$ cat config.mk
export PLATFORM = sky130hd
export DESIGN_NAME = gnp_ease
export DESIGN_NICKNAME = d
export VERILOG_FILES = /design/src/hw/rtl/gnp_pkg.sv /design/src/hw/rtl/gnp_ease.sv
export SDC_FILE = /design/constraint.sdc
export NUM_CORES = 2
export LEC_CHECK = 0
export CAP_MARGIN = 20
export CORE_ASPECT_RATIO = 0.7
export CORE_MARGIN = 1.5
export CORE_UTILIZATION = 65
export CTS_CLUSTER_DIAMETER = 30
export DETAILED_ROUTE_END_ITERATION = 16
export DONT_BUFFER_PORTS = 1
export HOLD_SLACK_MARGIN = 0.06
export PLACE_DENSITY = 0.81
export SLEW_MARGIN = 15
export SYNTH_ARGS = -nofsm -noshare
export SYNTH_HDL_FRONTEND = slang
export SYNTH_SLANG_ARGS = --single-unit
$ cat constraint.sdc
create_clock -name clk -period 15.61 [get_ports clk]
set_clock_uncertainty 0.05 [all_clocks]
set_input_delay 1.561 -clock clk [delete_from_list [all_inputs] [get_ports clk]]
set_output_delay 1.561 -clock clk [all_outputs]
set_load 0.01 [all_outputs]
$ cat src/hw/rtl/gnp_pkg.sv
// shared widths, types and register codes for the gradient noise pixel block
package gnp_pkg;

    localparam int PIX_W      = 12;
    localparam int FRAC_W     = 16;
    localparam int QUO_W      = PIX_W + FRAC_W;
    localparam int DIV_STEP   = 2;
    localparam int DIV_STAGES = QUO_W / DIV_STEP;
    localparam int PITCH_W    = 10;
    localparam int IDX_W      = 24;
    localparam int GRAD_W     = 16;
    localparam int GRAD_FRAC  = 14;
    localparam int GIDX_W     = 11;
    localparam int CFG_W      = 12;
    localparam int CFG_IDX_W  = 2;
    localparam int BYTE_W     = 8;

    // fixed point bookkeeping: dot products Q30, vertical blend Q46
    localparam int DOT_FRAC     = GRAD_FRAC + FRAC_W;
    localparam int W_FRAC       = DOT_FRAC + FRAC_W;
    localparam int OUT_SCALE_LG = 7;
    localparam int OUT_SHIFT    = W_FRAC - OUT_SCALE_LG;
    localparam int OUT_BIAS     = 128;

    localparam logic [CFG_W-1:0]   CELL_RESET  = 12'd64;
    localparam logic [PITCH_W-1:0] PITCH_RESET = 10'd8;

    localparam logic ACT_WRITE = 1'b0;
    localparam logic ACT_PIXEL = 1'b1;

    typedef logic signed [GRAD_W-1:0] grad_comp_t;

    typedef struct packed {
        grad_comp_t gx;
        grad_comp_t gy;
    } grad_t;

    typedef struct packed {
        logic              en;
        logic [GIDX_W-1:0] idx;
        grad_t             g;
    } grad_wr_t;

    typedef enum logic [CFG_IDX_W-1:0] {
        REG_CELL_WIDTH  = 2'd0,
        REG_CELL_HEIGHT = 2'd1,
        REG_GRID_PITCH  = 2'd2
    } cfg_reg_t;

endpackage

$ cat src/hw/rtl/gnp_ease.sv
// three stage ease curve 3p^2 - 2p^3 on a Q0.16 fraction
module gnp_ease (
    input  logic                         clk,
    input  logic                         en,
    input  logic [gnp_pkg::FRAC_W-1:0]   frac,
    output logic [gnp_pkg::FRAC_W-1:0]   ease,
    output logic [gnp_pkg::FRAC_W-1:0]   frac_dly
);
    import gnp_pkg::*;

    localparam int P2_W  = 2 * FRAC_W;
    localparam int P3_W  = 3 * FRAC_W;
    localparam int NUM_W = P3_W + 2;

    logic [FRAC_W-1:0] f1_reg, f2_reg, f3_reg;
    logic [P2_W-1:0]   p2_reg, p2b_reg;
    logic [P3_W-1:0]   p3_reg;
    logic [FRAC_W-1:0] s_reg;
    logic [NUM_W-1:0]  num;

    // p^2 * 3 * 2^16 - 2 * p^3, always below 2^48
    assign num = ({2'b0, p2b_reg, FRAC_W'(0)} + {1'b0, p2b_reg, (FRAC_W+1)'(0)})
               - {1'b0, p3_reg, 1'b0};

    always_ff @(posedge clk)
    begin
        if (en)
        begin
            f1_reg  <= frac;
            p2_reg  <= frac * frac;
            f2_reg  <= f1_reg;
            p2b_reg <= p2_reg;
            p3_reg  <= p2_reg * f1_reg;
            f3_reg  <= f2_reg;
            s_reg   <= num[P2_W +: FRAC_W];
        end
    end

    assign ease     = s_reg;
    assign frac_dly = f3_reg;

endmodule

Word level (Yosys, flattened, before mapping)
Index checks and enable logic that the tools add are counted.

Bits in registers: 175. Input bits: 18. Word-level logic and storage cells: 11.

Add/sub/neg operators: 2. Multipliers: 2.

Operators by type and width (number): $add A48 B48 Y48 (1); $sub A48 B48 Y48 (1); $mul A32 B16 Y47 (1); $mul A16 B16 Y32 (1).

Depth between registers and ports, before layout
Depth in word-level cells: 2. Depth in mapped cells: 25. Mapped depth without buffers: 24.

Worst setup path after synthesis
Ideal clock, no wire load.

Path kind: input-to-reg. Start point: in frac[3] in the netlist's numbering. End point: reg p2_reg[25], data pin. Data arrival time: 6.977 ns. Required time: 15.300 ns. Path slack: 8.323 ns. Stages on the path: 22. Cells stage by stage: clkbuf_1 > nand2_1 > fa_1 > inv_1 > fa_1 > inv_1 > fa_1 > inv_1 > fa_1 > inv_1 > fa_1 > inv_1 > fa_1 > ha_1 > nand3_1 > o22ai_1 > or3_1 > o311ai_0 > a21oi_1 > a41o_1 > a21oi_1 > xnor2_1.

Cells in the longest elaborated chain, start to end: 1.

Ends and longest elaborated chain: start: declaration (RTL line gnp_ease.sv:5) `input logic [gnp_pkg::FRAC_W-1:0] frac,`; $mul A16 B16 Y32 (RTL line gnp_ease.sv:30) `p2_reg <= frac * frac;`; end signal: assignment (RTL line gnp_ease.sv:30); end: declaration (RTL line gnp_ease.sv:16) `logic [P2_W-1:0] p2_reg, p2b_reg;`.

No other way between the ends. A chain may end at the register's enable or synchronous reset.

Final worst setup path
Start point: reg p2_reg[21]. End point: reg p3_reg[46], data pin.

Cells in the longest elaborated chain, start to end: 1.

Ends and longest elaborated chain: $mul A32 B16 Y47 (RTL line gnp_ease.sv:33) `p3_reg <= p2_reg * f1_reg;`; end signal: assignment (RTL line gnp_ease.sv:33); end: declaration (RTL line gnp_ease.sv:17) `logic [P3_W-1:0] p3_reg;`.

No other way between the ends.

==> results.sh <==
export IMPL_status="finished clean"
export IMPL_cts_tree="done"
export IMPL_io_pin_count=50
export IMPL_ff_latch_area_mm2=0.005105
export IMPL_slowest_stage="edfxtp_1"
export IMPL_async_reset_ff_share_pct=0
export IMPL_placementRows=65
export IMPL_grt_use_total_pct=32.61
export IMPL_grt_pass1_vias=22980
export IMPL_crit_type="register to register"
export IMPL_cts_sink_count=170
export IMPL_postSynthCellCount=3097
export IMPL_grt_max_degree=171
export IMPL_maxSlewViolCount=0
export IMPL_yosys_most_used_dff="edfxtp_1"
export IMPL_crit_fanout=17
export IMPL_fill_cells=3393
export IMPL_ys_ff_latch=170
export IMPL_gp_congestion=0.9434
export IMPL_largest_reg_flops=47
export IMPL_layout_nets=3912
export IMPL_final_common_cell="inv_1"
export IMPL_die_y_um=183.6
export IMPL_synth_simple_gate_area_share_pct=13.31
export IMPL_synth_cell_area_mm2=0.03027
export IMPL_hold_buffers=0
export IMPL_end_kind="register"
export IMPL_finalCritPeriodShare_pct=48.56
export IMPL_ant_nets=0
export IMPL_ys_warn_count=0
export IMPL_synth_edf_count=170
export IMPL_grt_pass1_wl_um=118900
export IMPL_cp_required_ns=15.78
export IMPL_synth_mux_area_share_pct=0.03720
export IMPL_synth_xor_area_share_pct=2.691
export IMPL_tightest_slew_ns=1.047
export IMPL_io_buffers=0
export IMPL_core_area_mm2=0.04554
export IMPL_clk_insertion_delay_late_ns=0.49
export IMPL_cp_top_family="adder cells"
export IMPL_crit_buf_inv=3
export IMPL_rsz0062_at_grt="no"
export IMPL_hold_class="register to register"
export IMPL_vias=20955
export IMPL_cpMostUsedCell="fa_1"
export IMPL_period_needed_ns=7.580
export IMPL_ys_seq_area_share_pct=16.86
export IMPL_drt_wl_total_um=72270
export IMPL_cts_clk_slew_worst_paths_ns=0.07
export IMPL_cts_max_level=4
export IMPL_synthToLayoutAreaGrowth_pct=3.873
export IMPL_gr_total_overflow=0
export IMPL_synth_top_family_by_area="adder cells"
export IMPL_postCtsSetupBuffers=0
export IMPL_hold_viol_final=0
export IMPL_clk_path_buf_depth=2
export IMPL_start_kind="register"
export IMPL_synth_compound_area_share_pct=5.985
export IMPL_die_area_mm2=0.04790
export IMPL_cp_slowest_stage_delay_ns=0.98
export IMPL_final_cell_mix="771 x inv_1, 602 x fa_1, 391 x nand2_1, 255 x and2_1, 252 x ha_1"
export IMPL_initial_utilization_pct=66.47
export IMPL_postSynthAreaPerCell_um2=9.775
export IMPL_layout_drive_gt1_share_pct=2.457
export IMPL_critPathArrivalTime_ns=7.75
export IMPL_cts_resized_gates=0
export IMPL_fmax_ghz=0.1319
export IMPL_drt_initial_drc_count=1846
export IMPL_cts_root_buf="clkbuf_16"
export IMPL_dr_pass1_iters=8
export IMPL_vias_per_cell=5.732
export IMPL_drc=0
export IMPL_fp_dieW_um=260.9
export IMPL_multi_input_area_mm2=0.02190
export IMPL_maxSlewHeadroom_pct=29.48
export IMPL_setup_violations_final=0
export IMPL_crit_path_cell_trace="nand2_1, fa_1, fa_1, fa_1, inv_1, fa_1, fa_1, inv_1, fa_1, inv_1, ha_1, a21o_1, o21bai_1, nor2b_1, a2111oi_2, nand2_1, a31oi_1, o211ai_1, xnor2_1"
export IMPL_wire_per_inst_um=19.77
export IMPL_fin_tns_setup_ns=0
export IMPL_dpl_hpwl_um=54450
export IMPL_synthAdderAreaFrac_pct=50.23
export IMPL_ys_types=64
export IMPL_cap_violations=0
export IMPL_numCtsBuffers=17
export IMPL_antenna_found_initial=1
-- cells in the mapped netlist (9+ instances only) --
| library cell | number | area, um^2 |
|---|---|---|
| a211oi_1 | 9 | 67.56 |
| a21o_1 | 51 | 382.9 |
| a21oi_1 | 82 | 410.4 |
| a31oi_1 | 9 | 56.30 |
| and2_1 | 255 | 1595 |
| and3_1 | 12 | 75.07 |
| clkbuf_1 | 102 | 382.9 |
| edfxtp_1 | 170 | 5105 |
| fa_1 | 602 | 12050 |
| ha_1 | 252 | 3153 |
| inv_1 | 771 | 2894 |
| nand2_1 | 391 | 1468 |
| nand3_1 | 21 | 105.1 |
| nor2_1 | 71 | 266.5 |
| nor2b_1 | 25 | 156.4 |
| o21a_1 | 11 | 82.58 |
| o21ai_0 | 45 | 225.2 |
| o21bai_1 | 13 | 97.59 |
| xnor2_1 | 65 | 569.3 |
| xor2_1 | 28 | 245.2 |
-- layout make-up --
cell class,instances,area share [%]
Timing Repair Buffer,21,0.5014
Multi-Input combinational cell,2059,69.65
Inverter,771,9.203
Sequential cell,170,16.23
Clock inverter,14,0.6486
Tap cell,603,2.399
Antenna cell,1,0.007958
Clock buffer,17,1.353
-- routing by layer --
metal | share of wire, % | routed length, um | GRT usage, % | up-vias
li1 | - | - | - | 9224
met1 | 42 | 30080 | 45.13 | 10608
met2 | 45 | 32590 | 50.77 | 997
met3 | 11 | 7934 | 8.974 | 126
met4 | 2.3 | 1670 | 9.410 | 0
met5 | 0 | 0 | 0 | -
-- cells by family after synthesis --
group	Yosys count
compound gates	274
xor+xnor	93
fa+ha+maj	854
buf+inv	874
flops	170
mux	1
other cells	2
simple gates	829
-- final timing paths --
| path | startpoint | to | slack (ns) | cells after the start |
|---|---|---|---|---|
| max | p2_reg[21]$_DFFE_PP_ | p3_reg[46]$_DFFE_PP_ | 8.03 | 19 |
| min | f2_reg[10]$_DFFE_PP_ | frac_dly[10]$_DFFE_PP_ | 0.37 | 0 |
| max reg2reg | p2_reg[21]$_DFFE_PP_ | p3_reg[46]$_DFFE_PP_ | 8.03 | 19 |
| min reg2reg | f2_reg[10]$_DFFE_PP_ | frac_dly[10]$_DFFE_PP_ | 0.37 | 0 |
-- through the flow --
stage	util, %	area, um^2	hold slack, ns	std cells	worst slack (ns)
2_1_floorplan	-	30300	0.3503	3103	8.323
3_3_place_gp	67.66	30810	0.3503	3624	8.252
3_5_place_dp	67.66	30810	0.3556	3624	8.197
4_1_cts	69.04	31440	0.3720	3655	8.216
5_1_grt	69.04	31440	0.3771	3655	7.713
6_report	69.04	31450	0.3698	3656	8.030
Power is not shown: default switching activity piles up to over one toggle a cycle in this logic, so the estimate is an artifact.
