$ cat config.mk
export PLATFORM = sky130hd
export DESIGN_NAME = gnp_div
export DESIGN_NICKNAME = d
export VERILOG_FILES = /design/src/hw/rtl/gnp_pkg.sv /design/src/hw/rtl/gnp_div.sv
export SDC_FILE = /design/constraint.sdc
export NUM_CORES = 1
export LEC_CHECK = 0
export ABC_AREA = 0
export BUFFER_PORTS_ARGS = -buffer_cell sky130_fd_sc_hd__buf_4
export CAP_MARGIN = 20
export CORE_ASPECT_RATIO = 0.7
export CORE_UTILIZATION = 38
export CTS_BUF_LIST = sky130_fd_sc_hd__clkbuf_16
export CTS_CLUSTER_SIZE = 8
export DETAILED_ROUTE_END_ITERATION = 10
export HOLD_SLACK_MARGIN = 0.08
export SLEW_MARGIN = 15
export SYNTH_ARGS = -nofsm -noshare
export SYNTH_HDL_FRONTEND = slang
export SYNTH_SLANG_ARGS = --single-unit
$ cat constraint.sdc
create_clock -name clk -period 7.5 [get_ports clk]
set_input_delay 0.75 -clock clk [delete_from_list [all_inputs] [get_ports clk]]
set_output_delay 0.75 -clock clk [all_outputs]
set_load 0.005 [all_outputs]
$ cat src/hw/rtl/gnp_pkg.sv
// shared widths, types and register codes for the gradient noise pixel block
package gnp_pkg;

    localparam int PIX_W      = 12;
    localparam int FRAC_W     = 16;
    localparam int QUO_W      = PIX_W + FRAC_W;
    localparam int DIV_STEP   = 2;
    localparam int DIV_STAGES = QUO_W / DIV_STEP;
    localparam int PITCH_W    = 10;
    localparam int IDX_W      = 24;
    localparam int GRAD_W     = 16;
    localparam int GRAD_FRAC  = 14;
    localparam int GIDX_W     = 11;
    localparam int CFG_W      = 12;
    localparam int CFG_IDX_W  = 2;
    localparam int BYTE_W     = 8;

    // fixed point bookkeeping: dot products Q30, vertical blend Q46
    localparam int DOT_FRAC     = GRAD_FRAC + FRAC_W;
    localparam int W_FRAC       = DOT_FRAC + FRAC_W;
    localparam int OUT_SCALE_LG = 7;
    localparam int OUT_SHIFT    = W_FRAC - OUT_SCALE_LG;
    localparam int OUT_BIAS     = 128;

    localparam logic [CFG_W-1:0]   CELL_RESET  = 12'd64;
    localparam logic [PITCH_W-1:0] PITCH_RESET = 10'd8;

    localparam logic ACT_WRITE = 1'b0;
    localparam logic ACT_PIXEL = 1'b1;

    typedef logic signed [GRAD_W-1:0] grad_comp_t;

    typedef struct packed {
        grad_comp_t gx;
        grad_comp_t gy;
    } grad_t;

    typedef struct packed {
        logic              en;
        logic [GIDX_W-1:0] idx;
        grad_t             g;
    } grad_wr_t;

    typedef enum logic [CFG_IDX_W-1:0] {
        REG_CELL_WIDTH  = 2'd0,
        REG_CELL_HEIGHT = 2'd1,
        REG_GRID_PITCH  = 2'd2
    } cfg_reg_t;

endpackage

$ cat src/hw/rtl/gnp_div.sv
// pipelined restoring divider: (num * 2^16) / den, two quotient bits per stage
module gnp_div (
    input  logic                        clk,
    input  logic                        en,
    input  logic [gnp_pkg::PIX_W-1:0]   num,
    input  logic [gnp_pkg::PIX_W-1:0]   den,
    output logic [gnp_pkg::QUO_W-1:0]   quo
);
    import gnp_pkg::*;

    logic [PIX_W-1:0] rem_reg  [DIV_STAGES];
    logic [QUO_W-1:0] qd_reg   [DIV_STAGES];
    logic [PIX_W-1:0] rem_next [DIV_STAGES];
    logic [QUO_W-1:0] qd_next  [DIV_STAGES];
    logic [PIX_W-1:0] rem_in   [DIV_STAGES];
    logic [QUO_W-1:0] qd_in    [DIV_STAGES];

    genvar s;
    generate
        for (s = 0; s < DIV_STAGES; s++)
        begin : g_stage
            // stage input: fresh dividend or previous stage
            if (s == 0)
            begin : g_first
                assign rem_in[s] = '0;
                assign qd_in[s]  = {num, FRAC_W'(0)};
            end
            else
            begin : g_rest
                assign rem_in[s] = rem_reg[s-1];
                assign qd_in[s]  = qd_reg[s-1];
            end

            // shift, trial subtract, set quotient bit
            always_comb
            begin
                logic [PIX_W:0]   trial;
                logic [PIX_W-1:0] r;
                logic [QUO_W-1:0] q;
                r = rem_in[s];
                q = qd_in[s];
                for (int k = 0; k < DIV_STEP; k++)
                begin
                    trial = {r, q[QUO_W-1]};
                    q     = {q[QUO_W-2:0], 1'b0};
                    if (trial >= {1'b0, den})
                    begin
                        trial = trial - {1'b0, den};
                        q[0]  = 1'b1;
                    end
                    r = trial[PIX_W-1:0];
                end
                rem_next[s] = r;
                qd_next[s]  = q;
            end

            always_ff @(posedge clk)
            begin
                if (en)
                begin
                    rem_reg[s] <= rem_next[s];
                    qd_reg[s]  <= qd_next[s];
                end
            end
        end
    endgenerate

    assign quo = qd_reg[DIV_STAGES-1];

endmodule

## Word level (Yosys, flattened, before mapping)

Memory sizes are Yosys's and may differ from the RTL's.
Index checks and enable logic that the tools add are counted.

| operators by class | value |
|---|---|
| $add $sub $neg | 28 |
| mux-type cells | 58 |
| order comparisons | 28 |

Operators by type and width:

| operator | count |
|---|---|
| 13-bit by 12-bit greater-or-equal comparator with 1-bit output | 27 |
| 12-bit two-way mux | 28 |
| 12-bit subtractor | 27 |
| 1-bit two-way mux | 30 |
| 1-bit by 12-bit greater-or-equal comparator with 1-bit output | 1 |
| 1-bit by 12-bit subtractor with 12-bit output | 1 |

| word-level totals | value |
|---|---|
| memories | 2 |
| output and inout port bits | 28 |
| register bits | 0 |
| logic and storage cells | 116 |
| input port bits | 26 |
| memory bits (writable) | 560 |

Memory list:

| memory | depth | width | read ports | clocked after Yosys merged registers in | write ports | line | source |
|---|---|---|---|---|---|---|---|
| qd_reg | 14 | 28 | 14 | 0 | 14 | gnp_div.sv:12 | `logic [QUO_W-1:0] qd_reg [DIV_STAGES];` |
| rem_reg | 14 | 12 | 13 | 0 | 14 | gnp_div.sv:11 | `logic [PIX_W-1:0] rem_reg [DIV_STAGES];` |

## Depth between registers and ports, before layout

An unclocked memory read counts as a cell.

| depth | value |
|---|---|
| word-level depth | 5 |
| gate-level depth with buffers | 23 |
| mapped depth without buffers | 20 |

## Worst setup path before layout

OpenSTA, ideal clock, no wires.

| path | value |
|---|---|
| kind | input to register |
| start point | input port den[1] (netlist name) |
| end point | memory rem_reg[9][3] (netlist: rem_reg[1][15]), data pin |
| arrival | 6470 ps |
| path slack | 768 ps |
| buffers on the path | 2 |
| library setup time | 262 ps |
| cell stages on the path | 20 |
| data required time | 7238 ps |
| path through | inv_1 -> ha_1 -> ha_1 -> nand4_1 -> nor2_1 -> or3_1 -> o2111a_1 -> nor2_1 -> clkbuf_1 -> mux2_1 -> ha_1 -> and2_1 -> and3_1 -> o311a_1 -> or4_1 -> a311oi_1 -> o31a_1 -> o21ai_2 -> buf_2 -> mux2_1 |

RTL lines:

| element | line | source |
|---|---|---|
| start, declared | gnp_div.sv:6 | `input logic [gnp_pkg::PIX_W-1:0] den,` |
| end, declared | gnp_div.sv:11 |  |

==> flow_metrics.py <==
metrics = {
    "timing": {
        "slew_viol_final": 0,
        "layout_worst_path_cycle_share": 0.802,
        "finalHoldViolCount": 0,
        "min_period_ns": 6.01,
        "finalSetupViolCount": 0,
        "finClkSkew_ns": 0.0280,
        "grt_setup_unrepaired": "false",
        "maxSlewHeadroom": 0.320,
        "tns_ns": 0,
        "clock.fmax_ghz": 0.166,
        "worst_slew_pin_slew_ns": 1.02,
        "layout_setup_ws_ns": 1.49,
    },
    "route": {
        "wirelength_microns": 72000,
        "wl_met2_microns": 29800,
        "drc": 0,
        "wl_met3_microns": 4200,
        "drt_iter0_markers": 1902,
        "vias_per_cell": 5.63,
        "ant_nets": 0,
        "dr.pass1.iters": 6,
        "vias": 21100,
        "highest_layer": "met4",
        "drt-met1-wl_microns": 36300,
        "wl_per_cell_microns": 19.2,
    },
    "synthesis": {
        "synth_warnings": 0,
        "synth_nets": 3011,
        "synthDistinctLibCells": 80,
        "ys_async_sr_fraction": 0,
        "yosysSeqAreaShare": 0.415,
        "syn_area_sq_um": 28600,
        "synth_ff_type": "edfxtp_1",
        "synthCells": 2648,
        "ys_seq_elements": 396,
        "synth-edff-count": 396,
        "synth.avg_cell_area_sq_um": 10.8,
    },
    "die": {
        "coreArea_sq_um": 73900,
        "die_x_microns": 330,
        "die_area_sq_um": 76500,
        "start_util": 0.387,
        "num_io_pins": 54,
        "die_y_microns": 232,
        "num_rows": 83,
    },
    "critical_path": {
        "endpoint_kind": "register",
        "crit_path_start_kind": "input pin",
        "path_max_fanout": 12,
        "rrSetupSlack_ns": 1.98,
        "critical_path_class": "in2reg",
        "r2r_start": "rem_reg[1][36]$_SDFFCE_PN0P_",
        "required_ns": 7.86,
        "ff2ff_path_depth": 16,
        "worstPathArrival_ns": 6.37,
        "reg2reg_to": "rem_reg[1][59]$_DFFE_PP_",
    },
    "global_routing": {
        "grt-ovfl-total": 0,
        "grt_max_degree": 112,
        "track_usage": 0.188,
        "grt_pass1_wl_microns": 114000,
        "grt_pass1_vias": 20500,
        "antenna_found_initial": 0,
    },
    "clock_tree": {
        "ctsLongestPathBuffers": 3,
        "root_buffer": "clkbuf_16",
        "hold_buffers": 0,
        "clkSinkCount": 396,
        "htree_levels": 2,
        "cts_buffers": 56,
        "cts_resized": 0,
        "cts_tree": "yes",
        "cts_setup_buffers": 0,
        "clk_pin_slew_ns": 0.05,
        "clock_latency_ns": 0.62,
    },
    "layout": {
        "insertedDiodeCount": 0,
        "largest_register_ffs": 240,
        "final_nets": 3128,
        "layout-drive-gt1-share": 0.0968,
        "synthToLayoutAreaGrowth_pct": 11.6,
    },
    "job": {
        "max_cap_violations": 0,
    },
    "place": {
        "place_ws_ns": 0.900,
        "io_buffers": 53,
        "gp_congestion": 0.915,
        "dpl.hpwl_microns": 51600,
    },
    "min_path": {
        "holdPathEnd": "qd_reg[0][27]$_DFFE_PP_",
        "hp-class": "in2reg",
        "holdCritStartpoint": "num[9]",
        "min_path_cells": 1,
    },
    "run_status": {
        "outcome": "finished clean",
    },
}
## worst max path at each step
stage	startpoint	end	slack, ns	cells after the start
detailed placement	den[3]	rem_reg[0][14]$_DFFE_PP_	0.90	17
global route	den[3]	rem_reg[1][59]$_DFFE_PP_	1.21	18
finish	den[3]	rem_reg[1][59]$_DFFE_PP_	1.49	18
floorplan	den[1]	rem_reg[1][15]$_DFFE_PP_	0.77	20
CTS	den[3]	rem_reg[0][14]$_DFFE_PP_	1.58	17
global placement	den[3]	rem_reg[0][14]$_DFFE_PP_	1.09	17
## layer usage
layer | vias to the layer above | GRT usage
li1 | 10300 | -
met1 | 10200 | 0.282
met2 | 563 | 0.273
met3 | 121 | 0.0344
met4 | 0 | 0.0534
met5 | - | 0
## layout make-up
cell class                 count  area [sq um]
fill                        6848         42000
multi-input combinational   2093         16100
sequential                   396         11900
clock buffer                  57          1430
tap                          977          1220
timing repair buffer         101           807
inverter                     117           439
clock inverter                 6          27.5
## cell usage after synthesis (19+ instances only)
| cell type | count | area, sq um |
|---|---|---|
| a211oi_1 | 22 | 165 |
| a21o_1 | 67 | 503 |
| a21oi_1 | 204 | 1020 |
| and2_1 | 23 | 144 |
| clkbuf_1 | 24 | 90.1 |
| edfxtp_1 | 396 | 11900 |
| fa_1 | 19 | 380 |
| ha_1 | 318 | 3980 |
| inv_1 | 107 | 402 |
| mux2_1 | 114 | 1280 |
| mux2_2 | 69 | 777 |
| nand2_1 | 142 | 533 |
| nand2b_1 | 28 | 175 |
| nand3_1 | 48 | 240 |
| nand4_1 | 30 | 188 |
| nor2_1 | 191 | 717 |
| nor2b_1 | 35 | 219 |
| nor3_1 | 69 | 345 |
| o21a_1 | 39 | 293 |
| o21ai_0 | 107 | 536 |
| o21ai_1 | 47 | 235 |
| o21bai_1 | 32 | 240 |
| xnor2_1 | 161 | 1410 |
| xor2_1 | 62 | 543 |
## cells by family after synthesis
family | Yosys count | share of synthesized area
AOI/OAI and AO/OA | 685 | 0.154
DFF | 396 | 0.415
and+or+nand+nor | 645 | 0.109
adders and majority gates | 337 | 0.152
xor gates and xnor gates | 223 | 0.0682
buffers and inverters | 159 | 0.0218
muxes | 203 | 0.0802
## stage by stage
stage,area [sq um],std cells,hold WS [ns],util
after floorplan,28600,2648,0.400,-
after global placement,30500,3683,0.401,0.412
after detailed placement,30500,3683,0.405,0.412
after CTS,32000,3746,0.264,0.432
after global routing,32000,3747,0.277,0.432
final,32000,3747,0.306,0.432
## critical path: stages
cell and delay, ns:
buf_4 0.11, inv_1 0.69, ha_1 0.43, o21a_1 0.14, o31a_1 0.13, o41ai_1 0.50
o21ai_1 0.26, o21ai_2 0.38, mux2_2 0.40, ha_1 0.34, or3_1 0.37, o21ai_0 0.11
a21oi_1 0.14, o21ai_0 0.21, nand2_1 0.08, or3b_1 0.43, nand2_1 0.47, mux2_2 0.40
## cells in the final DEF, fill, tap and decap left out, drive strengths merged, types with 57 or more instances in the layout
cell    Yosys  routed
a21o       67      67
a21oi     204     204
buf        18     101
clkbuf     24      57
edfxtp    396     396
ha        318     318
inv       117     121
mux2      190     190
nand2     142     142
nor2      191     191
nor3       69      69
o21ai     156     156
xnor2     161     161
xor2       62      62
Power is not shown: default switching activity piles up to over one toggle a cycle in this logic, so the estimate is an artifact.
